### src/rtl/lzw_byte_compressor_core_assert.svh
// Assertion macros used by the LZW compressor core.
`ifndef LZW_BYTE_COMPRESSOR_CORE_ASSERT_SVH
`define LZW_BYTE_COMPRESSOR_CORE_ASSERT_SVH

// expr must never hold at a clock edge outside reset
`define LZWBC_ASSERT_NEVER(lbl, expr, msg) \
    lbl: assert property (@(posedge clk) disable iff (!rst_n) !(expr)) \
        else $error(msg);

// when ante holds, cons must hold in the next cycle
`define LZWBC_ASSERT_NEXT(lbl, ante, cons, msg) \
    lbl: assert property (@(posedge clk) disable iff (!rst_n) (ante) |=> (cons)) \
        else $error(msg);

`endif

### src/rtl/lzwbc_pkg.sv
// Types, constants and state encoding for the LZW byte compressor.
package lzwbc_pkg;

    localparam int CODE_BITS     = 16;
    localparam int TABLE_ENTRIES = 65536;
    localparam int IDX_W         = $clog2(TABLE_ENTRIES);
    localparam int EPOCH_W       = 8;
    localparam int KEY_W         = 24;
    localparam int HASH_W        = 8 + IDX_W;
    localparam int OUT_W         = 16;

    typedef logic [CODE_BITS-1:0] code_t;
    typedef logic [IDX_W-1:0]     idx_t;
    typedef logic [EPOCH_W-1:0]   epoch_t;

    localparam logic [31:0] HASH_MULT  = 32'h9E3779B1;
    localparam code_t       CODE_CEIL  = '1;
    localparam code_t       FIRST_FREE = CODE_BITS'(256);
    localparam epoch_t      EPOCH_LAST = '1;
    localparam epoch_t      EPOCH_EMPTY = '0;
    localparam epoch_t      EPOCH_FIRST = EPOCH_W'(1);
    localparam idx_t        IDX_LAST   = '1;

    // one string table entry; epoch tags the stream that wrote it
    typedef struct packed {
        epoch_t     epoch;
        code_t      prefix;
        logic [7:0] byte_val;
        code_t      code;
    } tab_entry_t;

    localparam int ENTRY_W = $bits(tab_entry_t);

    typedef struct packed {
        logic mix_en;
        logic mul_en;
    } hash_ctl_t;

    typedef struct packed {
        logic             valid;
        logic [OUT_W-1:0] code;
        logic             last;
    } push_t;

    typedef enum logic [2:0] {
        S_CLEAR,
        S_IDLE,
        S_MIX,
        S_MUL,
        S_PROBE,
        S_CMP,
        S_PUSH_MISS,
        S_PUSH_EOS
    } state_t;

endpackage

### src/rtl/lzwbc_hash.sv
// Two-stage slot hash: xor-shift mix, then truncated multiply.
module lzwbc_hash (
    input  logic                 clk,
    input  lzwbc_pkg::hash_ctl_t ctl,
    input  lzwbc_pkg::code_t     prefix,
    input  logic [7:0]           byte_val,
    output lzwbc_pkg::idx_t      slot
);
    import lzwbc_pkg::*;

    logic [KEY_W-1:0]  key;
    logic [KEY_W-1:0]  mix;
    logic [HASH_W-1:0] mix_reg;
    logic [HASH_W-1:0] prod;
    idx_t              slot_reg;

    // key = prefix:byte, prefix zero-extended to 24 bits
    always_comb
    begin
        key = (KEY_W'(prefix) << 8) | KEY_W'(byte_val);
        mix = key ^ (key >> 11);
    end

    // the product is cut to HASH_W bits; its upper IDX_W bits form the slot index
    assign prod = mix_reg * HASH_MULT[HASH_W-1:0];

    always_ff @(posedge clk)
    begin
        if (ctl.mix_en)
        begin
            mix_reg <= mix[HASH_W-1:0];
        end
        if (ctl.mul_en)
        begin
            slot_reg <= prod[HASH_W-1:8];
        end
    end

    assign slot = slot_reg;

endmodule

### config.mk
export PLATFORM = sky130hd
export DESIGN_NAME = lzwbc_hash
export DESIGN_NICKNAME = d
export VERILOG_FILES = /design/src/rtl/lzw_byte_compressor_core_assert.svh /design/src/rtl/lzwbc_pkg.sv /design/src/rtl/lzwbc_hash.sv
export SDC_FILE = /design/constraint.sdc
export NUM_CORES = 1
export LEC_CHECK = 0
export BUFFER_PORTS_ARGS = -buffer_cell sky130_fd_sc_hd__buf_2
export CAP_MARGIN = 20
export CELL_PAD_IN_SITES_DETAIL_PLACEMENT = 1
export CELL_PAD_IN_SITES_GLOBAL_PLACEMENT = 1
export CORE_MARGIN = 3
export CORE_UTILIZATION = 52
export CTS_BUF_LIST = sky130_fd_sc_hd__clkbuf_8
export DETAILED_ROUTE_END_ITERATION = 10
export PLACE_DENSITY = 0.87
export SYNTH_ARGS = -nofsm -noshare
export SYNTH_HDL_FRONTEND = slang
export SYNTH_SLANG_ARGS = --single-unit
export TNS_END_PERCENT = 30
### constraint.sdc
create_clock -name clk -period 6.15 [get_ports clk]
set_clock_uncertainty 0.2 [all_clocks]
set_input_delay 1.845 -clock clk [delete_from_list [all_inputs] [get_ports clk]]
set_output_delay 1.845 -clock clk [all_outputs]
set_load 0.02 [all_outputs]
# Yosys cells after proc, flatten, opt, wreduce, memory -nomap -nowiden
# Cells that the tools add are included.
[classes]
n_mul = 1
bitwise = 2
[op_table]
columns = ["cell", "n"]
rows = [
  ["multiplier 24 x 22 -> 24 bit (second input constant)", 1],
  ["bitwise OR 24 x 8 -> 24 bit", 1],
  ["XOR 24 x 13 -> 24 bit", 1],
]
[totals]
regBits = 40
inputBits = 27
out_inout_bits = 16
elab_cells = 5

# Logic depth before layout (Yosys ltp)
[depth]
depth_word = 2
mapped_depth = 19
mapped_depth_nobuf = 19

# Worst setup path after synthesis
# OpenSTA, ideal clock, no wires.
[synth_timing]
kind = "reg-to-reg"
startpoint = "register mix_reg[4]"
endpoint = "register slot_reg[15] (netlist: slot[15]), data pin"
setup_time_ns = 0.262
t_arrival_ns = 4.986
required_ns = 5.688
path_slack_ns = 0.702
stages_incl_launch_ff = 20
path_buffers = 0
period_less_slack_ns = 5.448
path_cell_list = "edfxtp_1 -> ha_1 -> xor2_1 -> ha_1 -> a21o_1 -> fa_1 -> inv_1 -> fa_1 -> inv_1 -> fa_1 -> inv_1 -> fa_1 -> inv_1 -> ha_1 -> ha_1 -> a21oi_1 -> nand2b_1 -> o211a_1 -> o31ai_1 -> xnor2_1"
[synth_via]
elab_chain_len = 1
[synth_rtl]
columns = ["item", "line_no", "rtl"]
rows = [
  ["start, declared", "lzwbc_hash.sv:13", "logic [HASH_W-1:0] mix_reg;"],
  ["start signal, assigned", "lzwbc_hash.sv:31", "mix_reg <= mix[HASH_W-1:0];"],
  ["multiplier 24 x 22 -> 24 bit", "lzwbc_hash.sv:25", "assign prod = mix_reg * HASH_MULT[HASH_W-1:0];"],
  ["via prod[23]", "lzwbc_hash.sv:14", "logic [HASH_W-1:0] prod;"],
  ["end signal, assigned", "lzwbc_hash.sv:35", "slot_reg <= prod[HASH_W-1:8];"],
  ["end, declared", "lzwbc_hash.sv:15", "idx_t slot_reg;"],
]
# The timed path passes the listed nets, and every way through them passes these cells.
# A chain may end at the register's enable or synchronous reset.

# Worst setup path in the final report
[layout_timing]
startpoint = "register mix_reg[4]"
endpoint = "register slot_reg[11] (netlist: slot[11]), data pin"
# The elaborated chain is that of the path after synthesis.

==> flow_metrics.tcl <==
set metrics [dict create \
    ys_ff_latch 40 \
    ys_seq_area_share_pct 21.4 \
    synth_cell_types 31 \
    placedCellCount 663 \
    core_area_mm2 0.0104 \
    cp_max_fo 8 \
    track_usage_pct 24.7 \
    firstDrtPassIters 4 \
    syn_nets 695 \
    initial_utilization_pct 53.9 \
    finish.instance_area_mm2 0.00613 \
    fin_cells 671 \
    min_period_ns 5.86 \
    ant_nets 0 \
    synth_fa_ha_area_share_pct 53.8 \
    cp.required_ns 6.02 \
    path_buf_inv 4 \
    hold_viol 0 \
    drc_errors 0 \
    dp.final_hpwl_um 12000 \
    drtIter0Drc 117 \
    numClockSinks 40 \
    slew_headroom_pct 66.3 \
    antenna_cells 0 \
    synth_top_family_by_area "adder cells" \
    slew_viol_final 0 \
    largest_reg_flops 24 \
    cts_root_buffer "clkbuf_8" \
    multi_input_area_mm2 0.00394 \
    grt_start_max_net_pins 25 \
    path_delay_family "adder cells" \
    postPlaceCellArea_mm2 0.00601 \
    synth.cell_area_mm2 0.00561 \
    vias 3572 \
    fin_crit_sh_pct 95.3 \
    synth-simple-area-share_pct 2.59 \
    setup_viol 0 \
    rsz0062_at_grt "false" \
    synthToLayoutAreaGrowth_pct 9.34 \
    ios 43 \
    start_kind "register" \
    io_buffers 42 \
    grt_pass1_wl_um 21700 \
    cp.arrival_ns 5.73 \
    dieArea_mm2 0.0121 \
    wl_um 13400 \
    cts_tree "done" \
    grt_antenna_before_repair 0 \
    worstSetupPathType "reg -> reg" \
    synth_compound_area_share_pct 4.62 \
    worstMarginPinSlew_ns 0.506 \
    row_count 37 \
    die_w_um 110 \
    cap_violations 0 \
    synth-xor-area-share_pct 8.90 \
    finalNetCount 747 \
    tns_ns 0 \
    yosysWarnings 0 \
    timing.final.ws_setup_ns 0.291 \
    clk_latency_ns 0.33 \
    crit_slowest_cell "edfxtp_1" \
    synthCells 482 \
    drive_above_1_share_pct 10.8 \
    pre_cts_slack_ns 0.226 \
    cts_max_level 2 \
    fill_cells 1116 \
    gp_congestion 0.944 \
    max_freq_ghz 0.171 \
    worstPathCellList "ha_2 > xor2_1 > ha_1 > a21o_1 > fa_1 > inv_1 > fa_1 > inv_1 > fa_1 > inv_1 > fa_1 > inv_1 > ha_1 > ha_1 > a21oi_1 > nand2b_1 > o21ai_0 > nor3_1 > nor2_1" \
    hp-class "reg -> reg" \
    fp.dieH_um 110 \
    regArea_mm2 0.00120 \
    muxShareOfSynthArea_pct 0.201 \
    clk_pin_slew_ns 0.09 \
    routed_via_density 5.32 \
    grt_pass1_vias 4227 \
    overflow 0 \
    clockBufferDepth 2 \
    cp-end-kind "register" \
    avgRoutedWirePerCell_um 20.0 \
    syn_area_per_cell_um2 11.6 \
    status "complete, no violations" \
    cts_buffers 5 \
    slowest_delay_ns 0.66 \
]
[stage by stage]
stage	utilization [%]	hold WS (ns)
floorplan	-	0.713
global placement	57.7	0.805
detailed placement	57.7	0.821
CTS	58.8	0.843
global route	58.9	0.929
finish	58.9	0.831
[worst paths after layout]
check | startpoint | endpoint | slack (ns) | cells after the start
setup / recovery | mix_reg[4] | slot[11] | 0.29 | 19
setup reg to reg | mix_reg[4] | slot[11] | 0.29 | 19
hold reg to reg | mix_reg[0] | slot[0] | 0.83 | 4
hold / removal | mix_reg[0] | slot[0] | 0.83 | 4
[per-layer routing]
layer	GRT usage (%)	vias up	part of all wire, %
li1	-	1629	-
met1	29.0	1833	40
met2	45.0	84	53
met3	3.41	26	3.3
met4	10.2	0	3.6
met5	0	-	0
[cells in the mapped netlist]
cell type  number  area [um2]
a311oi_1        1        8.76
nand4_1         1        6.26
o31ai_1         2        15.0
a21oi_1        17        85.1
nor2_1          7        26.3
o21ai_0         5        25.0
o211ai_1        1        7.51
o21bai_1        3        22.5
a31oi_1         1        6.26
mux2_2          1        11.3
edfxtp_1       40        1200
o21a_1          2        15.0
and2_1          1        6.26
nand3b_1        1        7.51
ha_1           94        1180
fa_1           92        1840
o211a_1         1        10.0
or2_2           2        12.5
inv_1         127         477
a21o_1          4        30.0
or2b_1          1        7.51
nand2b_1        1        6.26
nor4_1          2        12.5
nor3_1          4        20.0
a311o_1         1        10.0
xnor2_1        28         245
a211o_1         1        8.76
nand3_1         2        10.0
xor2_1         29         254
a211oi_1        2        15.0
nand2_1         8        30.0
[placed cells by master, fill, tap and decap left out, types with 2 or more instances in the layout]
cell,Yosys,final
inv_1,127,127
ha_1,94,93
fa_1,92,92
buf_2,0,42
edfxtp_1,40,40
xor2_1,29,29
xnor2_1,28,28
a21oi_1,17,16
nand2_1,8,8
nor2_1,7,7
o21ai_0,5,5
clkbuf_8,0,5
a21o_1,4,4
nor3_1,4,4
o21bai_1,3,3
buf_4,0,3
o21a_1,2,2
a211oi_1,2,2
or2_2,2,2
nand3_1,2,2
nor4_1,2,2
o31ai_1,2,2
[logic make-up after synthesis]
kind of cell,count (synthesis)
fa+ha+maj,186
buf+inv,127
xor+xnor,57
compound gates,41
flops,40
simple gates,30
mux,1
[worst register-to-register path, delay by kind of cell (launching register included)]
kind	cells	cell delay (ns)
buffers and inverters	4	0.21
flip-flops	1	0.66
AND/OR/NAND/NOR	3	0.43
AO/OA/AOI/OAI	3	0.60
XOR/XNOR	1	0.17
adder cells (fa/ha/maj)	8	3.34
[layout make-up]
class	count	share of cell area, %
timing repair buffer	45	3.79
sequential	40	19.6
clock inverter	3	0.755
tap	136	2.77
multi-input combinational	315	64.2
inverter	127	7.77
clock buffer	5	1.12
[what timing repair did]
item | CTS | global route
buffers inserted | 0 | 0
hold buffers | 0 | 0
endpoints found under the setup margin | 0 | 1
resized for setup | 0 | 2
Power is left out: the tool's default activity adds up to more than one toggle a clock period on the data nets, which glitch-free logic cannot reach.
