==> src/rtl/lzw_byte_compressor_core_assert.svh <==
// Assertion macros used by the LZW compressor core.
`ifndef LZW_BYTE_COMPRESSOR_CORE_ASSERT_SVH
`define LZW_BYTE_COMPRESSOR_CORE_ASSERT_SVH

// expr must never hold at a clock edge outside reset
`define LZWBC_ASSERT_NEVER(lbl, expr, msg) \
    lbl: assert property (@(posedge clk) disable iff (!rst_n) !(expr)) \
        else $error(msg);

// when ante holds, cons must hold in the next cycle
`define LZWBC_ASSERT_NEXT(lbl, ante, cons, msg) \
    lbl: assert property (@(posedge clk) disable iff (!rst_n) (ante) |=> (cons)) \
        else $error(msg);

`endif

==> src/rtl/lzwbc_pkg.sv <==
// Types, constants and state encoding for the LZW byte compressor.
package lzwbc_pkg;

    localparam int CODE_BITS     = 16;
    localparam int TABLE_ENTRIES = 65536;
    localparam int IDX_W         = $clog2(TABLE_ENTRIES);
    localparam int EPOCH_W       = 8;
    localparam int KEY_W         = 24;
    localparam int HASH_W        = 8 + IDX_W;
    localparam int OUT_W         = 16;

    typedef logic [CODE_BITS-1:0] code_t;
    typedef logic [IDX_W-1:0]     idx_t;
    typedef logic [EPOCH_W-1:0]   epoch_t;

    localparam logic [31:0] HASH_MULT  = 32'h9E3779B1;
    localparam code_t       CODE_CEIL  = '1;
    localparam code_t       FIRST_FREE = CODE_BITS'(256);
    localparam epoch_t      EPOCH_LAST = '1;
    localparam epoch_t      EPOCH_EMPTY = '0;
    localparam epoch_t      EPOCH_FIRST = EPOCH_W'(1);
    localparam idx_t        IDX_LAST   = '1;

    // one string table entry; epoch tags the stream that wrote it
    typedef struct packed {
        epoch_t     epoch;
        code_t      prefix;
        logic [7:0] byte_val;
        code_t      code;
    } tab_entry_t;

    localparam int ENTRY_W = $bits(tab_entry_t);

    typedef struct packed {
        logic mix_en;
        logic mul_en;
    } hash_ctl_t;

    typedef struct packed {
        logic             valid;
        logic [OUT_W-1:0] code;
        logic             last;
    } push_t;

    typedef enum logic [2:0] {
        S_CLEAR,
        S_IDLE,
        S_MIX,
        S_MUL,
        S_PROBE,
        S_CMP,
        S_PUSH_MISS,
        S_PUSH_EOS
    } state_t;

endpackage

==> src/rtl/lzwbc_out_stage.sv <==
// Output register for emitted codes, decoupling the core from the sink.
module lzwbc_out_stage (
    input  logic                        clk,
    input  logic                        rst_n,
    input  lzwbc_pkg::push_t            push,
    output logic                        free,
    output logic                        code_valid,
    input  logic                        code_ready,
    output logic [lzwbc_pkg::OUT_W-1:0] code_word,
    output logic                        last_code
);
    import lzwbc_pkg::*;

    logic             valid_reg;
    logic [OUT_W-1:0] code_reg;
    logic             last_reg;

    assign free = !valid_reg || code_ready;

    // control: valid flag
    always_ff @(posedge clk or negedge rst_n)
    begin
        if (!rst_n)
        begin
            valid_reg <= 1'b0;
        end
        else if (push.valid)
        begin
            valid_reg <= 1'b1;
        end
        else if (code_ready)
        begin
            valid_reg <= 1'b0;
        end
    end

    // payload
    always_ff @(posedge clk)
    begin
        if (push.valid)
        begin
            code_reg <= push.code;
            last_reg <= push.last;
        end
    end

    assign code_valid = valid_reg;
    assign code_word  = code_reg;
    assign last_code  = last_reg;

endmodule

==> config.mk <==
export PLATFORM = sky130hd
export DESIGN_NAME = lzwbc_out_stage
export DESIGN_NICKNAME = d
export VERILOG_FILES = /design/src/rtl/lzw_byte_compressor_core_assert.svh /design/src/rtl/lzwbc_pkg.sv /design/src/rtl/lzwbc_out_stage.sv
export SDC_FILE = /design/constraint.sdc
export NUM_CORES = 1
export LEC_CHECK = 0
export ABC_CLOCK_PERIOD_IN_PS = 1000
export BUFFER_PORTS_ARGS = -buffer_cell sky130_fd_sc_hd__buf_2
export CELL_PAD_IN_SITES_DETAIL_PLACEMENT = 0
export CELL_PAD_IN_SITES_GLOBAL_PLACEMENT = 2
export CORE_AREA = 2 2 50 52
export CTS_CLUSTER_DIAMETER = 40
export DETAILED_ROUTE_END_ITERATION = 10
export DIE_AREA = 0 0 52 54
export PLACE_DENSITY_LB_ADDON = 0.2
export SLEW_MARGIN = 20
export SYNTH_ARGS = -nofsm -noshare
export SYNTH_HDL_FRONTEND = slang
export SYNTH_SLANG_ARGS = --single-unit
==> constraint.sdc <==
create_clock -name clk -period 1 [get_ports clk]
set_input_delay 0.1 -clock clk [delete_from_list [all_inputs] [get_ports clk]]
set_output_delay 0.1 -clock clk [all_outputs]
set_load 0.02 [all_outputs]
# ---- Word level (Yosys, flattened, before mapping)
# Index checks and enable logic that the tools add are counted.
dict set report word_totals {
  reg_bits 18
  in_bits 21
  out_inout_bits 19
  word_cells 8
}
dict set report classes {
  mux 2
  n_reduce_logical 3
}
# cell count
set op_table {}
lappend op_table {{$mux W1} 2}
lappend op_table {{$reduce_bool A2 Y1} 1}
lappend op_table {{$logic_not A1 Y1} 1}
lappend op_table {{$logic_or A1 B1 Y1} 1}

# ---- Longest topological paths before layout
# Gate-level depths: netlist of run 1.
dict set report logic_depth {
  depth_word 2
  depth_mapped 2
  mapped_depth_nobuf 2
}

# ---- Worst setup path before layout of run 1
# Ideal clock, no wire load.
dict set report synth_path {
  kind {register to register}
  startpoint {register code_valid (netlist name)}
  endpoint {register valid_reg, in the netlist code_valid}
  setup_ps 121
  arrival_ps 651
  required_ps 879
  setup_slack_ps 228
  path_stages_with_launch 3
  n_path_buf 0
  synth_period_minus_slack_ps 772
  cell_sequence {dfrtp_1 > nand2b_4 > nand2b_2}
}
# item line
set synth_lines {}
lappend synth_lines {{to (signal assigned)} lzwbc_out_stage.sv:25} ;# valid_reg <= 1'b0;
lappend synth_lines {{to (signal assigned)} lzwbc_out_stage.sv:29} ;# valid_reg <= 1'b1;
lappend synth_lines {{to (signal assigned)} lzwbc_out_stage.sv:33} ;# valid_reg <= 1'b0;
lappend synth_lines {{to (decl)} lzwbc_out_stage.sv:14} ;# logic valid_reg;

# ---- Final worst setup path of run 1
dict set report layout_path {
  startpoint {register valid_reg, in the netlist code_valid}
  endpoint {output free}
}
dict set report layout_between {
  elab_chain_len 2
}
# item line
set layout_lines {}
lappend layout_lines {{$logic_not A1 Y1} lzwbc_out_stage.sv:18} ;# assign free = !valid_reg || code_ready;
lappend layout_lines {{$logic_or A1 B1 Y1} lzwbc_out_stage.sv:18}
lappend layout_lines {{to (decl)} lzwbc_out_stage.sv:6} ;# output logic free,
# Every way passes these cells.

==> results, run 1 <==
- The flow ran to the end, and the final reports show no timing, DRC or antenna violations.
- The number of CTS-inserted buffers is 3.
- The synthesized design contains 17 enable-type register cells.
- The number of buffers inserted by port buffering is 39.
- The number of detailed-routing iterations run before antenna repair is 2.
- The die extent in y is 54 µm.
- The number of buffers and inverters on the critical path is 1.
- The total negative setup slack is 0 ns.
- The worst setup skew after layout is 0 ns.
- The fraction of registers with async set or reset after synthesis is 0.0556.
- The area growth from synthesis to layout is 81.2%.
- Measured along the x axis, the die boundary spans about 52 µm.
- The final antenna diode count is 0.
- The core area is 2320 µm².
- The count of endpoints failing setup in the final report is 0.
- Ranked by total cell area, the synthesized netlist is headed by sky130_fd_sc_hd__edfxtp_1 91%, sky130_fd_sc_hd__dfrtp_1 4.5%, sky130_fd_sc_hd__nand2b_4 2.5%, sky130_fd_sc_hd__nand2b_2 1.6%.
- The largest buffer count on any clock path is 2.
- The clock period could shrink to 0.985 ns.
- In the routed design, unresolved DRC markers number 0.
- In the global route stage, overall resource usage came out at 0.0794.
- The clock latency reported for the late side of the worst-skew pair is 0.28 ns.
- The most common cell in the synthesized netlist is sky130_fd_sc_hd__edfxtp_1.
- The worst-case IR drop observed on VDD is 0.732 mV.
- Detailed routing placed a total of 533 µm of wire on met2.
- The top cell type by total area after synthesis is sky130_fd_sc_hd__edfxtp_1.
- The most common flop cell mapped by yosys is sky130_fd_sc_hd__edfxtp_1.
- At the worst endpoint, the arrival time is roughly 0.88 ns.
- Measured against its own limit, the worst slew margin works out to 0.737.
- During synthesis, Yosys emitted a total of 0 warnings.
- The worst register-to-register path begins at code_valid$_DFFE_PN0P_.
- After floorplanning, the core was divided into 18 placement rows.
- The total placed instance area is 791 µm².
- The total nets after synthesis is 41.
- Dividing the detail-routed wire length by the instance count gives 9.15 µm.
- The wire length on met1 is about 390 µm.
- The final clock period utilization by the worst path is 0.985.
- Once routing completed, OpenROAD measured the worst setup slack at 0.0153 ns.
- The tree is rooted in a sky130_fd_sc_hd__clkbuf_4.
- The detail route stage leaves a number of antenna-violating nets equal to 0.
- The wire length of the first global-routing pass is 1.59 mm.
- The maximum level of the CTS H-tree is 1.
- Synthesis handed over a netlist of 20 instances.
- The element type at the critical path start is a flip-flop.
- In this run the worst path has a maximum fanout of 2.
- The biggest cell delay along the critical path is 0.41 ns.
- Summing internal, switching and leakage power gives 0.00150 W.
- Once layout is done, the placed cells without fillers occupy between 1000 and 1500 µm².
- In this run the top signal layer used is met3.
- The worst hold path belongs to the class in2async.
- In this run the static leakage power is about 0.44 nW.
- In this run, synthesis produced a sequential element count of 18.
- The register-to-register setup slack is 0.26 ns.
- The total power density per cell area is 1480 nW/µm².
- During I/O placement, the number of pins put on the boundary was 40.
- The share of Yosys cell area claimed by the top area cell type is 0.915.
- Before CTS, the worst setup slack after placement is about 0.20 ns.
- The average vias per placed instance is 3.64.
- Clock-pin slew was measured on the worst setup and hold paths at ~0.090 ns.
- For this block, the via count after detailed routing is 408.
- The worst register-to-register path ends at code_valid$_DFFE_PN0P_.
- The final count of hold timing violations is 0.
- The share of the Yosys chip area taken by registers is 0.960.
- Among all stages on the critical path, the largest delay is contributed by sky130_fd_sc_hd__dfrtp_1.
- The slew at the pin with the worst max-slew slack is 0.395 ns.
- The overall die area is 2810 µm².
- Traced cell by cell, the critical path runs through nand2b_4 > buf_6.
- Across the run, the number of max-cap violations was 0.
- The wire length on met3 is about 100 µm.
- Entering global routing, the biggest net connects 19 pins.
- Summed over all layers, the global routing overflow is 0.
- The final count of pins violating max slew is 0.
- The total wire length after detailed routing is 1.03 mm.
- The DRC violation total after the first TritonRoute iteration is 2.
- TritonCTS built the clock tree.
- The fraction of final layout cells with drive strength greater than 1 is 0.549.
- The number of library cell types mapped by synthesis is 4.
- The commonest cells after synthesis are 17 x sky130_fd_sc_hd__edfxtp_1, 1 x sky130_fd_sc_hd__dfrtp_1, 1 x sky130_fd_sc_hd__nand2b_2, 1 x sky130_fd_sc_hd__nand2b_4.
- Derived from the worst setup path, the maximum achievable clock frequency is 1020 MHz.
- The number of global-route vias before repair is 381.
- In this design, the largest share of critical-path delay is due to flip-flops.
- The worst setup path is of the reg2out kind.
- The number of antenna violations at the first check in global routing is 0.
- The congestion estimate from routability-driven global placement came to about 0.65.
- The post-route worst hold slack is 0.120 ns.
- In the final design database the tool counted between 100 and 150 nets.
- The starting density of the core is 0.241.
- The filler cells instantiated in the layout total 220.
- The TritonCTS sink count is 18.
- STA classifies the critical path endpoint as an output port.
- The endpoint required time on the critical path is 0.90 ns.
- The area of the mapped netlist is 558 µm².
- The number of cell instances on the worst register-to-register path is 3.
- A synthesized cell averages 27.9 µm².
- Setup repair after global routing could not meet its margin everywhere.
final cells by class:
class / instances / area [µm²] / share of cell area
well taps: 30 / 37.5 / 0.0371
flip-flops and latches: 18 / 536 / 0.530
multi-input cells: 2 / 22.5 / 0.0223
clock buffers: 3 / 22.5 / 0.0223
repair buffers: 58 / 389 / 0.385
clock inverters: 1 / 3.75 / 0.00371
worst max path at each step:
stage                      startpoint                     end  slack [ns]  cells after the start
6_report       code_valid$_DFFE_PN0P_                    free        0.02                      2
5_1_grt        code_valid$_DFFE_PN0P_                    free       -0.03                      2
3_5_place_dp                 push[17]  code_word[1]$_DFFE_PP_        0.20                      1
3_3_place_gp                 push[17]  code_word[1]$_DFFE_PP_        0.22                      1
4_1_cts        code_valid$_DFFE_PN0P_                    free      -0.004                      2
2_1_floorplan  code_valid$_DFFE_PN0P_  code_valid$_DFFE_PN0P_        0.23                      2
layout by cell type (no fill, tap or decap):
cell / n
sky130_fd_sc_hd__nand2b_4: 1
sky130_fd_sc_hd__buf_4: 1
sky130_fd_sc_hd__nand2b_2: 1
sky130_fd_sc_hd__edfxtp_1: 17
sky130_fd_sc_hd__dlygate4sd3_1: 18
sky130_fd_sc_hd__buf_6: 1
sky130_fd_sc_hd__clkinv_1: 1
sky130_fd_sc_hd__buf_2: 38
sky130_fd_sc_hd__clkbuf_4: 3
sky130_fd_sc_hd__dfrtp_1: 1
registers in the layout (all words and copies together) (netlist names):
register,cells
last_code,1
code_valid,1
code_word,16
cell families (layout without fill, tap and decap cells):
family	Yosys count	in the layout	share of synthesized area
flip-flops	18	18	0.960
AND/OR/NAND/NOR	2	2	0.0404
buffers and inverters	0	62	0
metal layers:
layer  track usage  up-vias
li1              -      202
met1        0.0972      185
met2         0.127       21
met3        0.0250        0
met4        0.0395        0
met5             0        -
where the power goes:
group	leakage, nW	internal (W)	switching [W]
clock network	0.0154	0.000144	0.000197
logic	0.246	0.000124	0.000131
registers	0.177	0.000888	0.0000133
through the flow:
stage / util / instances
floorplan: - / 20
global placement: 0.341 / 89
detailed placement: 0.341 / 89
CTS: 0.436 / 112
global route: 0.436 / 112
finish: 0.436 / 112
worst register-to-register path: cells and delay by family (launching register included):
family / cells / cell delay, ns
buf+inv: 1 / 0.10
flops: 1 / 0.41
simple gates: 2 / 0.12
what timing repair did:
action                                  CTS  global route
resized for setup                         2             0
hold endpoints to repair                 18             0
endpoints found under the setup margin    1             2
buffers inserted                          1             0
cloned                                    0             0
hold buffers                             18             0
(Power assumes the default switching activity.)
==> inputs of run 2 (changes only) <==
Settings changed: CORE_AREA 2 2 50 52 to 2 2 48 54, DIE_AREA 0 0 52 54 to 0 0 50 56, MAX_ROUTING_LAYER set to met4, SETUP_SLACK_MARGIN set to 0.3.
==> results, run 2 (synthesized netlist as in run 1, its figures left out) <==
- The number of CTS-inserted buffers is 3 (unchanged).
- The final clock period utilization by the worst path is 1.01 (+0.0259).
- The achievable frequency is 989 MHz (-2.6%).
- The final antenna diode count came to 0 (unchanged).
- The wire length per cell was 9.85 µm (+7.6%).
- The TritonCTS sink count was 18 (unchanged).
- The total power density per cell area is 1410 nW/µm² (-4.8%).
- The overall die area was 2800 µm² (-0.28%).
- From synthesis to final layout, the design area changed by 103%.
- The end-of-flow core utilization is 0.509 (+0.0732).
- The maximum VDD drop is 0.846 mV (+16%).
- In the layout the commonest cells are 21 x sky130_fd_sc_hd__buf_2, 19 x sky130_fd_sc_hd__buf_6, 17 x sky130_fd_sc_hd__edfxtp_1.
- The number of antenna violations at the first check in global routing is 0 (unchanged).
- The run finished, with violations left.
- The part of the total power dissipated in the clock network was 0.225 (-0.003).
- The die width is 50 µm (-3.8%).
- The number of buffers inserted by port buffering came to 39 (unchanged).
- The net total in the final layout is 105 (+0.96%).
- The wire length of the first global-routing pass is 1.79 mm (+13%).
- The register clock-pin slew on the reported worst setup and hold paths is 0.10 ns (about the same).
- The minimum setup slack after placement is 0.206 ns (+0.00115 ns).
- The min-delay analysis places its worst path in the category in2async.
- The total leakage power is 0.497 nW (+13%).
- The clock latency reported for the late side of the worst-skew pair is 0.28 ns (about the same).
- The shortest period the worst path allows came to 1.01 ns (+0.0259 ns).
- The worst-path maximum fanout is 2 (unchanged).
- The max-capacitance violation count is 0 (unchanged).
- The switching power total is 0.000365 W (+6.8%).
- The count of endpoints failing setup in the final report was 1 (+1).
- The number of I/O pins came to 40 (unchanged).
- The internal power summed over all cells is 0.00124 W (+6.9%).
- The type of element capturing the critical path is an output port.
- The slew at the pin with the worst max-slew slack is 0.374 ns (-0.0210 ns).
- The die extent in y is 56 µm (+3.7%).
- The overall fraction of global-route tracks in use is 0.0888 (+0.00941).
- The maximum level of the CTS H-tree is 1 (unchanged).
- The data arrival time of the critical path came to 0.91 ns (+0.03 ns).
- The number of detailed-routing iterations run before antenna repair was 2 (unchanged).
- The DRC violation total after the first TritonRoute iteration came to 2 (unchanged).
- The fraction of final layout cells with drive strength greater than 1 is 0.566 (+0.0175).
- The largest buffer count on any clock path is 2 (unchanged).
- The final RePlAce weighted congestion is 0.643 (-1.2%).
- Leaving out fill and tap cells, the most frequent cell in the layout is sky130_fd_sc_hd__buf_2.
- The final count of hold timing violations is 0 (unchanged).
- The via count is 416 (+2.0%).
- The worst setup path is launched from a flip-flop.
- The remaining max-slew budget at the tightest pin came to 0.751 (+0.0140).
- The number of cell instances on the worst register-to-register path is 4 (+1).
- The largest net degree at the start of global routing came to 19 (unchanged).
- The total wire length after detailed routing is 1.11 mm (+8.6%).
- The endpoint required time on the critical path came to 0.90 ns (about the same).
- The average vias per placed instance is 3.68 (+1.1%).
- The switching share of power was 0.228 (about the same).
- The count of unresolved DRC violations after routing is 0 (unchanged).
- The number of global-route vias before repair came to 430 (+13%).
- The flip-flop count of the largest register after layout is 16 (unchanged).
- The sequential share of power is 0.572 (-0.030).
- The slack of the critical path is -0.0106 ns (-0.0259 ns).
- The global route total overflow came to 0 (unchanged).
- The final count of pins violating max slew is 0 (unchanged).
- The number of placement rows came to 18 (unchanged).
- The total placed instance area is 792 µm² (+0.16%).
- The worst setup skew after layout is 0 ns (unchanged).
- The part of the total power dissipated in combinational logic came to 0.202 (+0.032).
- The final reports fail on setup timing.
- The clock tree from TritonCTS is built.
- CTS placed an instance of sky130_fd_sc_hd__clkbuf_4 at the clock tree root.
- The core area is 2230 µm² (-3.9%).
- By startpoint and endpoint, the worst setup path is classified as reg2out.
- The starting density of the core is 0.250 (+0.00972).
- The antenna violation net count after detailed routing was 0 (unchanged).
- The post-route worst hold slack is 0.112 ns (-0.00856 ns).
- The area of all placed cells without fillers is 1130 µm² (+12%).
- Setup repair after global routing could not meet its margin everywhere.
run 2: path summary, 6_finish.rpt:
path / startpoint / end / slack, ns
max: code_valid$_DFFE_PN0P_ / free / -0.01
min: rst_n / code_valid$_DFFE_PN0P_ / 0.11
max reg2reg: code_valid$_DFFE_PN0P_ / code_valid$_DFFE_PN0P_ / 0.16
min reg2reg: code_valid$_DFFE_PN0P_ / code_valid$_DFFE_PN0P_ / 0.76
max in group asynchronous: rst_n / code_valid$_DFFE_PN0P_ / 0.79
min in group clk: push[15] / code_word[14]$_DFFE_PP_ / 0.18
run 2: through the flow:
step	total power, W	TNS (ns)	std cells
floorplan	0.00101	0	20
global placement	0.00112	0	89
detailed placement	0.00112	0	89
CTS	0.00161	-0.0128	112
global route	0.00168	-0.0560	113
finish	0.00160	-0.0106	113
run 2: layer usage:
metal,global-route usage,up-vias,share of wire
met3,0.0161,0,0.055
met1,0.0915,191,0.31
li1,-,203,-
met2,0.156,22,0.63
met5,-,-,0
met4,0.0476,0,0
run 2: what timing repair did:
item                                   CTS  global route
resized for setup                       36             3
hold buffers                            18             0
pin swaps                                0             0
setup endpoints to repair               19            22
buffers inserted                         1             1
endpoints found under the hold margin   18             0
run 2: cell type report:
class	count	area [µm²]
fill	195	1090
clock buffer	4	26.3
tap	30	37.5
multi-input combinational	2	22.5
timing repair buffer	59	512
sequential	18	537
run 2: power groups by stage:
| stage | clock network, W | registers [W] | logic [W] |
|---|---|---|---|
| CTS | 0.000376 | 0.000919 | 0.000317 |
| finish | 0.000361 | 0.000916 | 0.000324 |
| detailed placement | 0 | 0.000922 | 0.000195 |
| global route | 0.000418 | 0.000923 | 0.000342 |
| floorplan | 0 | 0.00100 | 0.0000116 |
| global placement | 0 | 0.000922 | 0.000194 |
run 2: worst max-delay path, cell delays in order (launching register included):
cell and delay [ns]:
sky130_fd_sc_hd__dfrtp_2 0.44, sky130_fd_sc_hd__nand2b_4 0.08, sky130_fd_sc_hd__buf_6 0.11
